**src/hw/rtl/acrms_pkg.sv**
```systemverilog
package acrms_pkg;

    localparam int SAMPLE_BITS_DEF = 16;
    localparam int COUNT_BITS_DEF  = 16;
    localparam int TIME_BITS       = 32;
    localparam int SUM_BITS        = 48;
    localparam int QUEUE_DEPTH     = 2;

    typedef enum logic [1:0] {
        BK_IDLE,
        BK_DIVIDE,
        BK_ROOT,
        BK_OUTPUT
    } bk_state_t;

endpackage

```
**src/hw/rtl/acrms_if.sv**
```systemverilog
interface acrms_if #(
    parameter int PAYLOAD_BITS = 8
);
    logic                    valid;
    logic                    ready;
    logic [PAYLOAD_BITS-1:0] payload;

    modport source (output valid, output payload, input ready);
    modport sink   (input valid, input payload, output ready);
endinterface

```
**src/hw/rtl/acrms_front.sv**
```systemverilog
module acrms_front
    import acrms_pkg::*;
#(
    parameter int SAMPLE_BITS = SAMPLE_BITS_DEF,
    parameter int COUNT_BITS  = COUNT_BITS_DEF,
    parameter int REC_BITS    = 8
)
(
    input  logic                clk,
    input  logic                rst_n,
    input  logic                in_valid,
    output logic                in_ready,
    input  logic [SAMPLE_BITS-1:0] sample,
    input  logic [TIME_BITS-1:0]   sample_time,
    output logic                rec_valid,
    input  logic                rec_ready,
    output logic [REC_BITS-1:0] rec
);

    localparam logic [COUNT_BITS-1:0] COUNT_MAX = {COUNT_BITS{1'b1}};
    localparam logic [SUM_BITS-1:0]   SUM_MAX   = {SUM_BITS{1'b1}};

    // stage 1 holds the sample and its square, stage 2 is the accumulator
    logic signed [SAMPLE_BITS-1:0]   prev_reg;
    logic                            armed_reg;
    logic [TIME_BITS-1:0]            end_time_reg;
    logic signed [SAMPLE_BITS-1:0]   max_reg, min_reg;
    logic [SUM_BITS-1:0]             sum_reg;
    logic [COUNT_BITS-1:0]           count_reg;

    logic                            p_valid_reg;
    logic                            p_done_reg;
    logic signed [SAMPLE_BITS-1:0]   p_sample_reg;
    logic [2*SAMPLE_BITS-1:0]        p_sq_reg;

    logic [TIME_BITS-1:0]            pend_begin_reg;

    logic signed [SAMPLE_BITS-1:0] s;
    logic done;
    logic take;

    logic signed [SAMPLE_BITS-1:0] b_max, b_min;
    logic [SUM_BITS-1:0]           b_sum;
    logic [COUNT_BITS-1:0]         b_count;
    logic [SUM_BITS:0]             sum_add;

    assign s        = $signed(sample);
    assign in_ready = !p_valid_reg || !p_done_reg || rec_ready;
    assign take     = in_valid && in_ready;

    always_comb
    begin
        done = armed_reg && !s[SAMPLE_BITS-1] && !prev_reg[SAMPLE_BITS-1];
    end

    // record: end time, max, min, sum, count, begin time
    assign rec_valid = p_valid_reg && p_done_reg;
    assign rec = {end_time_reg, max_reg, min_reg, sum_reg, count_reg, pend_begin_reg};

    always_comb
    begin
        b_max   = max_reg;
        b_min   = min_reg;
        b_sum   = sum_reg;
        b_count = count_reg;
        if (p_done_reg)
        begin
            b_max   = '0;
            b_min   = '0;
            b_sum   = '0;
            b_count = '0;
        end
        if (p_sample_reg > b_max)
            b_max = p_sample_reg;
        else if (p_sample_reg < b_min)
            b_min = p_sample_reg;
        sum_add = {1'b0, b_sum} + (SUM_BITS+1)'(p_sq_reg);
        if (b_count != COUNT_MAX)
        begin
            b_sum   = sum_add[SUM_BITS] ? SUM_MAX : sum_add[SUM_BITS-1:0];
            b_count = b_count + 1'b1;
        end
    end

    always_ff @(posedge clk or negedge rst_n)
    begin
        if (!rst_n)
        begin
            prev_reg       <= '0;
            armed_reg      <= 1'b0;
            end_time_reg   <= '0;
            pend_begin_reg <= '0;
            max_reg        <= '0;
            min_reg        <= '0;
            sum_reg        <= '0;
            count_reg      <= '0;
            p_valid_reg    <= 1'b0;
            p_done_reg     <= 1'b0;
            p_sample_reg   <= '0;
            p_sq_reg       <= '0;
        end
        else
        begin
            // retire stage 1 into the accumulators (record already taken if done)
            if (p_valid_reg && (!p_done_reg || rec_ready))
            begin
                max_reg     <= b_max;
                min_reg     <= b_min;
                sum_reg     <= b_sum;
                count_reg   <= b_count;
                p_valid_reg <= 1'b0;
            end
            if (take)
            begin
                p_valid_reg  <= 1'b1;
                p_done_reg   <= done;
                p_sample_reg <= s;
                p_sq_reg     <= (2*SAMPLE_BITS)'(s * s);
                prev_reg     <= s;
                armed_reg    <= prev_reg[SAMPLE_BITS-1] && !s[SAMPLE_BITS-1];
                if (done)
                begin
                    end_time_reg   <= sample_time;
                    pend_begin_reg <= end_time_reg;
                end
            end
        end
    end

endmodule

```
**src/hw/rtl/acrms_back.sv**
```systemverilog
module acrms_back
    import acrms_pkg::*;
#(
    parameter int SAMPLE_BITS = SAMPLE_BITS_DEF,
    parameter int COUNT_BITS  = COUNT_BITS_DEF,
    parameter int REC_BITS    = 8
)
(
    input  logic                   clk,
    input  logic                   rst_n,
    input  logic                   rec_valid,
    output logic                   rec_ready,
    input  logic [REC_BITS-1:0]    rec,
    output logic                   out_valid,
    input  logic                   out_ready,
    output logic [SAMPLE_BITS-1:0] rms_value,
    output logic [SAMPLE_BITS-2:0] half_peak_to_peak,
    output logic [SAMPLE_BITS-2:0] positive_peak,
    output logic [SAMPLE_BITS-1:0] negative_peak,
    output logic [COUNT_BITS-1:0]  cycle_samples,
    output logic [TIME_BITS-1:0]   cycle_start_us,
    output logic [TIME_BITS-1:0]   period_us
);

    localparam int QBITS = $clog2(SUM_BITS + 1);
    localparam int RBITS = SUM_BITS / 2;
    localparam int RCNT  = $clog2(RBITS + 1);

    bk_state_t state_reg, state_next;

    logic [TIME_BITS-1:0]          end_r, begin_r;
    logic signed [SAMPLE_BITS-1:0] max_r, min_r;
    logic [COUNT_BITS-1:0]         cnt_r;
    logic [SUM_BITS-1:0]           quo_reg;
    logic [COUNT_BITS:0]           rem_reg;
    logic [QBITS-1:0]              step_reg;
    logic [SUM_BITS-1:0]           rad_reg;
    logic [RBITS+1:0]              rrem_reg;
    logic [RBITS-1:0]              root_reg;
    logic [RCNT-1:0]               rstep_reg;

    logic [TIME_BITS-1:0]          in_end, in_begin;
    logic signed [SAMPLE_BITS-1:0] in_max, in_min;
    logic [SUM_BITS-1:0]           in_sum;
    logic [COUNT_BITS-1:0]         in_cnt;

    assign {in_end, in_max, in_min, in_sum, in_cnt, in_begin} = rec;

    logic [COUNT_BITS:0] rem_sh, rem_sub;
    logic [RBITS+1:0]    rr_sh, rr_trial;
    logic [SAMPLE_BITS:0] span;

    always_comb
    begin
        rem_sh   = {rem_reg[COUNT_BITS-1:0], quo_reg[SUM_BITS-1]};
        rem_sub  = rem_sh - {1'b0, cnt_r};
        rr_sh    = {rrem_reg[RBITS-1:0], rad_reg[SUM_BITS-1:SUM_BITS-2]};
        rr_trial = {root_reg, 2'b01};
        span     = (SAMPLE_BITS+1)'(max_r) - (SAMPLE_BITS+1)'(min_r);
    end

    always_comb
    begin
        state_next = state_reg;
        case (state_reg)
            BK_IDLE:   if (rec_valid) state_next = BK_DIVIDE;
            BK_DIVIDE: if (step_reg == QBITS'(SUM_BITS - 1)) state_next = BK_ROOT;
            BK_ROOT:   if (rstep_reg == RCNT'(RBITS - 1)) state_next = BK_OUTPUT;
            BK_OUTPUT: if (out_ready) state_next = BK_IDLE;
            default:   state_next = BK_IDLE;
        endcase
    end

    always_comb
    begin
        rec_ready = (state_reg == BK_IDLE);
        out_valid = (state_reg == BK_OUTPUT);
    end

    always_ff @(posedge clk or negedge rst_n)
    begin
        if (!rst_n)
            state_reg <= BK_IDLE;
        else
            state_reg <= state_next;
    end

    // restoring divide one bit a step, then root two bits a step
    always_ff @(posedge clk)
    begin
        case (state_reg)
            BK_IDLE:
            begin
                end_r    <= in_end;
                begin_r  <= in_begin;
                max_r    <= in_max;
                min_r    <= in_min;
                cnt_r    <= in_cnt;
                quo_reg  <= in_sum;
                rem_reg  <= '0;
                step_reg <= '0;
            end
            BK_DIVIDE:
            begin
                step_reg <= step_reg + 1'b1;
                if (!rem_sub[COUNT_BITS])
                begin
                    rem_reg <= rem_sub;
                    quo_reg <= {quo_reg[SUM_BITS-2:0], 1'b1};
                end
                else
                begin
                    rem_reg <= rem_sh;
                    quo_reg <= {quo_reg[SUM_BITS-2:0], 1'b0};
                end
                if (step_reg == QBITS'(SUM_BITS - 1))
                begin
                    rrem_reg  <= '0;
                    root_reg  <= '0;
                    rstep_reg <= '0;
                    if (cnt_r == '0)
                        rad_reg <= '0;
                    else
                        rad_reg <= {quo_reg[SUM_BITS-2:0], !rem_sub[COUNT_BITS]};
                end
            end
            BK_ROOT:
            begin
                rstep_reg <= rstep_reg + 1'b1;
                rad_reg   <= {rad_reg[SUM_BITS-3:0], 2'b00};
                if (rr_sh >= rr_trial)
                begin
                    rrem_reg <= rr_sh - rr_trial;
                    root_reg <= {root_reg[RBITS-2:0], 1'b1};
                end
                else
                begin
                    rrem_reg <= rr_sh;
                    root_reg <= {root_reg[RBITS-2:0], 1'b0};
                end
            end
            default:
            begin
            end
        endcase
    end

    assign rms_value         = root_reg[SAMPLE_BITS-1:0];
    assign half_peak_to_peak = span[SAMPLE_BITS-1:1];
    assign positive_peak     = max_r[SAMPLE_BITS-2:0];
    assign negative_peak     = min_r;
    assign cycle_samples     = cnt_r;
    assign cycle_start_us    = begin_r;
    assign period_us         = end_r - begin_r;

    a_one_side: assert property (@(posedge clk) disable iff (!rst_n)
        !(out_valid && rec_ready))
        else $error("output and intake both open");
    a_hold: assert property (@(posedge clk) disable iff (!rst_n)
        out_valid && !out_ready |=> out_valid && $stable(rms_value))
        else $error("result lost while stalled");
    a_take: assert property (@(posedge clk) disable iff (!rst_n)
        rec_valid && rec_ready |=> state_reg == BK_DIVIDE)
        else $error("record not started");

endmodule

```
**src/hw/rtl/ac_cycle_rms_peak_meter_core.sv**
```systemverilog
// Per-cycle true-RMS and peak meter. One sample item is taken per clock unless
// a closing sample is waiting for the back end; the front accumulates squares,
// peaks and count with one 16x16 multiply stage. When a cycle closes, the
// finished cycle record is handed to the back end, which runs a 48-step
// restoring divide and a 24-step square root and then presents one result
// item. The back end takes no new record until its result has been taken.
// The front holds a closing sample until the back end is free, so cycles
// that close before the previous record is done stall the input.
module ac_cycle_rms_peak_meter_core
    import acrms_pkg::*;
#(
    parameter int SAMPLE_BITS = SAMPLE_BITS_DEF,
    parameter int COUNT_BITS  = COUNT_BITS_DEF
)
(
    input  logic clk,
    input  logic rst_n,
    acrms_if.sink   in_ch,
    acrms_if.source out_ch
);

    localparam int REC_BITS = 3*TIME_BITS + 2*SAMPLE_BITS + SUM_BITS + COUNT_BITS
                              - TIME_BITS;

    logic                rec_valid, rec_ready;
    logic [REC_BITS-1:0] rec;

    logic [SAMPLE_BITS-1:0] rms_value;
    logic [SAMPLE_BITS-2:0] half_peak_to_peak, positive_peak;
    logic [SAMPLE_BITS-1:0] negative_peak;
    logic [COUNT_BITS-1:0]  cycle_samples;
    logic [TIME_BITS-1:0]   cycle_start_us, period_us;

    acrms_front #(.SAMPLE_BITS(SAMPLE_BITS), .COUNT_BITS(COUNT_BITS),
                  .REC_BITS(REC_BITS)) u_front (
        .clk          (clk),
        .rst_n        (rst_n),
        .in_valid     (in_ch.valid),
        .in_ready     (in_ch.ready),
        .sample       (in_ch.payload[SAMPLE_BITS-1:0]),
        .sample_time  (in_ch.payload[SAMPLE_BITS +: TIME_BITS]),
        .rec_valid    (rec_valid),
        .rec_ready    (rec_ready),
        .rec          (rec)
    );

    acrms_back #(.SAMPLE_BITS(SAMPLE_BITS), .COUNT_BITS(COUNT_BITS),
                 .REC_BITS(REC_BITS)) u_back (
        .clk               (clk),
        .rst_n             (rst_n),
        .rec_valid         (rec_valid),
        .rec_ready         (rec_ready),
        .rec               (rec),
        .out_valid         (out_ch.valid),
        .out_ready         (out_ch.ready),
        .rms_value         (rms_value),
        .half_peak_to_peak (half_peak_to_peak),
        .positive_peak     (positive_peak),
        .negative_peak     (negative_peak),
        .cycle_samples     (cycle_samples),
        .cycle_start_us    (cycle_start_us),
        .period_us         (period_us)
    );

    assign out_ch.payload = {period_us, cycle_start_us, cycle_samples, negative_peak,
                             positive_peak, half_peak_to_peak, rms_value};

endmodule

```
**src/flat_wrapper.sv**
```systemverilog
// flat-port wrapper written by rule: the top's interface ports become plain ports
module ac_cycle_rms_peak_meter_core_flat import acrms_pkg::*;
#(
    parameter int SAMPLE_BITS = SAMPLE_BITS_DEF,
    parameter int COUNT_BITS  = COUNT_BITS_DEF
)
  (clk, rst_n, in_ch_valid, in_ch_payload, in_ch_ready, out_ch_valid, out_ch_payload, out_ch_ready);
  acrms_if #(.PAYLOAD_BITS((16 + 32))) in_ch_i ();
  acrms_if #(.PAYLOAD_BITS((16 + 15 + 15 + 16 + 16 + 32 + 32))) out_ch_i ();
  input  logic clk;
  input  logic rst_n;
  input wire logic [$bits(in_ch_i.valid)-1:0] in_ch_valid;
  input wire logic [$bits(in_ch_i.payload)-1:0] in_ch_payload;
  output wire logic [$bits(in_ch_i.ready)-1:0] in_ch_ready;
  output wire logic [$bits(out_ch_i.valid)-1:0] out_ch_valid;
  output wire logic [$bits(out_ch_i.payload)-1:0] out_ch_payload;
  input wire logic [$bits(out_ch_i.ready)-1:0] out_ch_ready;
  assign in_ch_i.valid = in_ch_valid;
  assign in_ch_i.payload = in_ch_payload;
  assign in_ch_ready = in_ch_i.ready;
  assign out_ch_valid = out_ch_i.valid;
  assign out_ch_payload = out_ch_i.payload;
  assign out_ch_i.ready = out_ch_ready;
  ac_cycle_rms_peak_meter_core #(.SAMPLE_BITS(SAMPLE_BITS), .COUNT_BITS(COUNT_BITS)) u_core (.clk(clk), .rst_n(rst_n), .in_ch(in_ch_i), .out_ch(out_ch_i));
endmodule
```
**config.mk**
```make
export PLATFORM = sky130hd
export DESIGN_NAME = ac_cycle_rms_peak_meter_core_flat
export DESIGN_NICKNAME = d
export VERILOG_FILES = /design/src/hw/rtl/acrms_pkg.sv /design/src/hw/rtl/acrms_if.sv /design/src/hw/rtl/acrms_front.sv /design/src/hw/rtl/acrms_back.sv /design/src/hw/rtl/ac_cycle_rms_peak_meter_core.sv /design/src/flat_wrapper.sv
export SDC_FILE = /design/constraint.sdc
export NUM_CORES = 2
export LEC_CHECK = 0
export BUFFER_PORTS_ARGS = -buffer_cell sky130_fd_sc_hd__buf_4
export CAP_MARGIN = 30
export CORE_MARGIN = 2
export CORE_UTILIZATION = 64
export CTS_BUF_LIST = sky130_fd_sc_hd__clkbuf_4 sky130_fd_sc_hd__clkbuf_8
export CTS_CLUSTER_SIZE = 12
export DETAILED_ROUTE_END_ITERATION = 7
export GPL_ROUTABILITY_DRIVEN = 0
export MAX_ROUTING_LAYER = met4
export PLACE_DENSITY = 0.88
export SYNTH_ARGS = -nofsm -noshare
export SYNTH_HDL_FRONTEND = slang
export SYNTH_SLANG_ARGS = --single-unit
```
**constraint.sdc**
```tcl
create_clock -name clk -period 6.35 [get_ports clk]
set_input_delay 0.635 -clock clk [delete_from_list [all_inputs] [get_ports clk]]
set_output_delay 0.635 -clock clk [all_outputs]
set_load 0.005 [all_outputs]
```
==> flow_results.org <==
** Clock network
- Clock insertion delay at the later pin of the skew report :: 0.68 ns
- TritonCTS built the clock tree.
- Once the clock tree was built, the setup fixing pass inserted 0 buffers.
- Clock tree synthesis found a total of 494 sinks.
- Clock tree synthesis inserted a total of 79 buffers.
- Clock transition at the registers of the reported paths :: 0.07 ns
- No sink is reached through more buffers than the 3 on the longest clock path.
- Cell at the root of the clock tree :: clkbuf_8
- The H-tree was split into 3 levels.

** Hold path
- Kind of path behind the tightest hold check :: in2reg
- Worst Min Path Start :: in_ch_payload[19]
- The worst hold path passes through 2 cells.
- The path with the worst hold slack has its endpoint at u_core.u_front.end_time_reg[3]$_DFFE_PN0P_.

** Synthesis
- The netlist uses 93 different library cells.
- The synthesized design contains 283 enable-type register cells.
- In the synthesized netlist, the number of instances is 3335.
- Avg Synthesized Cell Area :: 10.64 um^2
- Leading post-synthesis cells by cell area :: edfxtp_1 24%, dfrtp_1 15%, fa_1 14%
- Cell taking the most area after synthesis :: edfxtp_1
- By count the netlist is led by 481 x inv_1, 283 x edfxtp_1, 283 x nand2_1, 243 x ha_1, 241 x fa_1.
- Synthesized area :: 35470 um^2
- Sequential share of the synthesized area :: 38.85%
- Async SR Flop Fraction :: 42.71%
- Count leader, synth :: inv_1
- For this run, the leading register cell type out of synthesis is edfxtp_1.
- Yosys printed 0 warnings.
- Counting flops and latches in the post-synthesis netlist gives 494.
- Share of the synthesized area in the top cell type :: 23.96%
- Nets in the synthesized netlist :: 3871

** Floorplan
- Core region area :: 54990 um^2
- The floorplan step set the die height to 239.4 um.
- In this run the core area contains 86 standard-cell rows.
- For this configuration, the core starts out at a cell density of 64.51%.
- From left edge to right edge, the die measures 239.4 um.
- 196 I/O pins were placed.
- The floorplan step defined a die boundary enclosing 57320 um^2.

** Route
- Total Routed Length :: 81780 um
- Count of routing violations after the opening detailed-route iteration :: 2170
- Once detail routing completed, the nets flagged for antenna violations numbered 0.
- Detailed-route DRC error count :: 0
- Before antenna repair, the detailed router went through 6 iterations.
- Number of vias per cell :: 5.905
- Via Count :: 26.17k
- After detailed routing, the average wire length per cell comes to 18.45 um.

** Power
- Cell internal power was estimated by the tool at 11.71 mW.
- Clock share of power :: 14.3%
- The share of total power dissipated in combinational logic is 63.8%.
- Portion of total power attributed to sequential cells :: 21.9%
- Static Leak :: 19.02 nW
- Sw Ratio :: 42.20%
- Largest vdd supply drop :: 0.8753 mV
- Summed over all nets, the switching power comes to 8.548 mW.
- PwrDens :: 504.7 nW/um^2

** STA
- Maximum frequency from static timing analysis :: 168.1 MHz
- Setup repair after global routing left no endpoint under its margin.
- Headroom to the max-slew limit came out at 31.93%.
- Dividing the final minimum period by the clock period gives 93.69%.
- Max Transition Viols Final :: 0
- Setup violations remaining at the end of the flow were counted as 0.
- The worst path meets setup with 0.4009 ns of slack.
- The final hold violation count is 0.
- Transition at the pin with the smallest max-transition slack :: 1.021 ns
- Worst setup skew after layout :: 0.03765 ns
- Shortest clock period the worst path allows after layout :: 5.949 ns

** Worst setup path
- The critical path in this run is classified as in2reg.
- Reg2reg path depth :: 13
- Critical register-to-register path startpoint :: u_core.u_front.p_done_reg$_DFFE_PN0P_
- At the worst endpoint, the arrival time is 6.44 ns.
- STA classifies the critical path endpoint as a flip-flop.
- Register-to-register path setup slack :: 1.83 ns
- The worst register-to-register path ends at u_core.u_front.sum_reg[31]$_DFFE_PN0P_.
- Startpoint class of the critical path :: primary input
- WP data required :: 6.84 ns
- Of all nets on the critical path, the largest fanout is 9.

** Final layout
- At the end of the flow, the number of nets in the layout was 4150.
- The multi-input combinational cells in the finished layout cover a total of 19340 um^2.
- Signed area change from the synthesized netlist to the final layout :: 13.15%
- Fraction of final layout cells with drive strength greater than 1 :: 18.04%
- Non-Filler Instances :: 4432
- In the final layout, flip-flops and latches occupy 13780 um^2.
- Fill cell instance count of the final layout :: 3481
- Finished Core Util :: 72.99%

** Global routing
- Via count of the first global-routing pass :: 27.03k
- For this run the aggregate overflow at the end of global routing stands at 0.
- Entering global routing, the biggest net connects 104 pins.
- All-Layer GR Usage :: 30.01%
- First-pass GRT wire length :: 133600 um
- Number of antenna violations at the first check in global routing :: 4

** Placed design
- Detailed placement finished with a half-perimeter wire length of 60090 um.
- Prior to clock tree synthesis, the placed netlist has a worst setup slack of -0.2485 ns.
- Number of instances in the placed design :: 4279
- Port buffering added 195 buffers.

** Run
- Across the run, the number of max-cap violations was 0.

** Run status
- The flow ran to the end, and the final reports show no timing, DRC or antenna violations.
-- layout make-up --
class	instances	area share, %
diodes	4	0.02494
clock buffers	113	3.454
clock inverters	34	0.7233
inverters	484	4.533
multi-input cells	2221	48.20
flip-flops and latches	494	34.33
well taps	748	2.332
repair buffers	334	6.403
-- repair_timing --
| item | in CTS | in global routing |
|---|---|---|
| hold endpoints to repair | 2 | 0 |
| resized for setup | 0 | 0 |
| hold buffers | 1 | 0 |
| endpoints found under the setup margin | 0 | 0 |
-- power groups by stage --
| stage | Clock (mW) | Combinational [mW] | Sequential (mW) |
|---|---|---|---|
| after floorplan | 0 | 9.47 | 4.32 |
| after global placement | 0 | 12.2 | 4.44 |
| after detailed placement | 0 | 12.8 | 4.48 |
| after CTS | 2.93 | 12.9 | 4.43 |
| after global routing | 3.06 | 14.6 | 4.49 |
| final | 2.89 | 12.9 | 4.44 |
-- critical path, stage by stage --
cell and delay (ns):
buf_4 0.16, and2_1 0.21, buf_4 0.15, fa_1 0.48, fa_1 0.41, inv_1 0.09
fa_1 0.40, inv_1 0.09, fa_1 0.46, fa_1 0.56, inv_1 0.06, fa_1 0.53
inv_1 0.04, ha_1 0.35, a21o_1 0.19, a31oi_1 0.25, inv_1 0.09, o21ai_0 0.29
a21oi_1 0.12, o21ai_0 0.30, nand2_1 0.09, a21oi_1 0.18, xor2_1 0.17, o21ai_0 0.09
-- through the flow --
| stage | hold slack (ns) | power [mW] | instance area [um^2] | setup TNS, ns |
|---|---|---|---|---|
| floorplan | 0.3394 | 13.78 | 35620 | 0 |
| global placement | 0.4213 | 16.60 | 38380 | -0.2465 |
| detailed placement | 0.4290 | 17.27 | 38410 | -1.041 |
| CTS | 0.1658 | 20.26 | 40100 | 0 |
| global route | 0.1908 | 22.19 | 40130 | 0 |
| finish | 0.1963 | 20.26 | 40130 | 0 |
-- logic make-up (layout without fill, tap and decap cells) --
group	count (synthesis)	after routing	synth area share, %
compound gates	620	620	11.97
xor+xnor	150	150	3.725
fa+ha+maj	484	484	22.17
buf+inv	620	965	7.027
flops	494	494	38.85
mux	175	175	5.376
other cells	0	4	0
simple gates	792	792	10.88
-- cells in the final DEF (no fill, tap or decap), drive strengths merged, types with 20 or more instances in the layout --
master,netlist,final
inv,482,485
buf,48,333
edfxtp,283,283
nand2,283,283
ha,243,243
fa,241,241
dfrtp,211,211
nor2,146,146
a21oi,145,145
o21ai,132,132
mux2,124,124
clkbuf,88,113
xnor2,98,98
and2,81,81
nor2b,76,76
a21o,64,64
a22o,63,63
xor2,52,52
mux2i,51,51
nand3,48,48
and3,32,32
nor3,30,30
o21a,28,28
o22ai,26,26
clkinv,2,25
nand2b,21,21
a31oi,21,21
nand4,21,21
o31ai,20,20
-- layer usage --
layer	vias up	routed length (um)	global-route usage, %
met2	1044	41190	51.18
met4	0	3400	12.94
met3	278	5662	4.633
li1	11960	-	-
met5	-	0	-
met1	12890	31530	35.52
-- worst max path at each step --
stage	startpoint	endpoint	depth (start not counted)
after floorplan	in_ch_payload[15]	u_core.u_front.p_sq_reg[30]$_DFFE_PN0P_	22
after global placement	in_ch_payload[6]	u_core.u_front.p_sq_reg[30]$_DFFE_PN0P_	24
after detailed placement	in_ch_payload[6]	u_core.u_front.p_sq_reg[30]$_DFFE_PN0P_	24
after CTS	in_ch_payload[4]	u_core.u_front.p_sq_reg[30]$_DFFE_PN0P_	21
after global routing	in_ch_payload[4]	u_core.u_front.p_sq_reg[19]$_DFFE_PN0P_	24
final	in_ch_payload[4]	u_core.u_front.p_sq_reg[19]$_DFFE_PN0P_	24
Power figures use the tool's default switching activity.
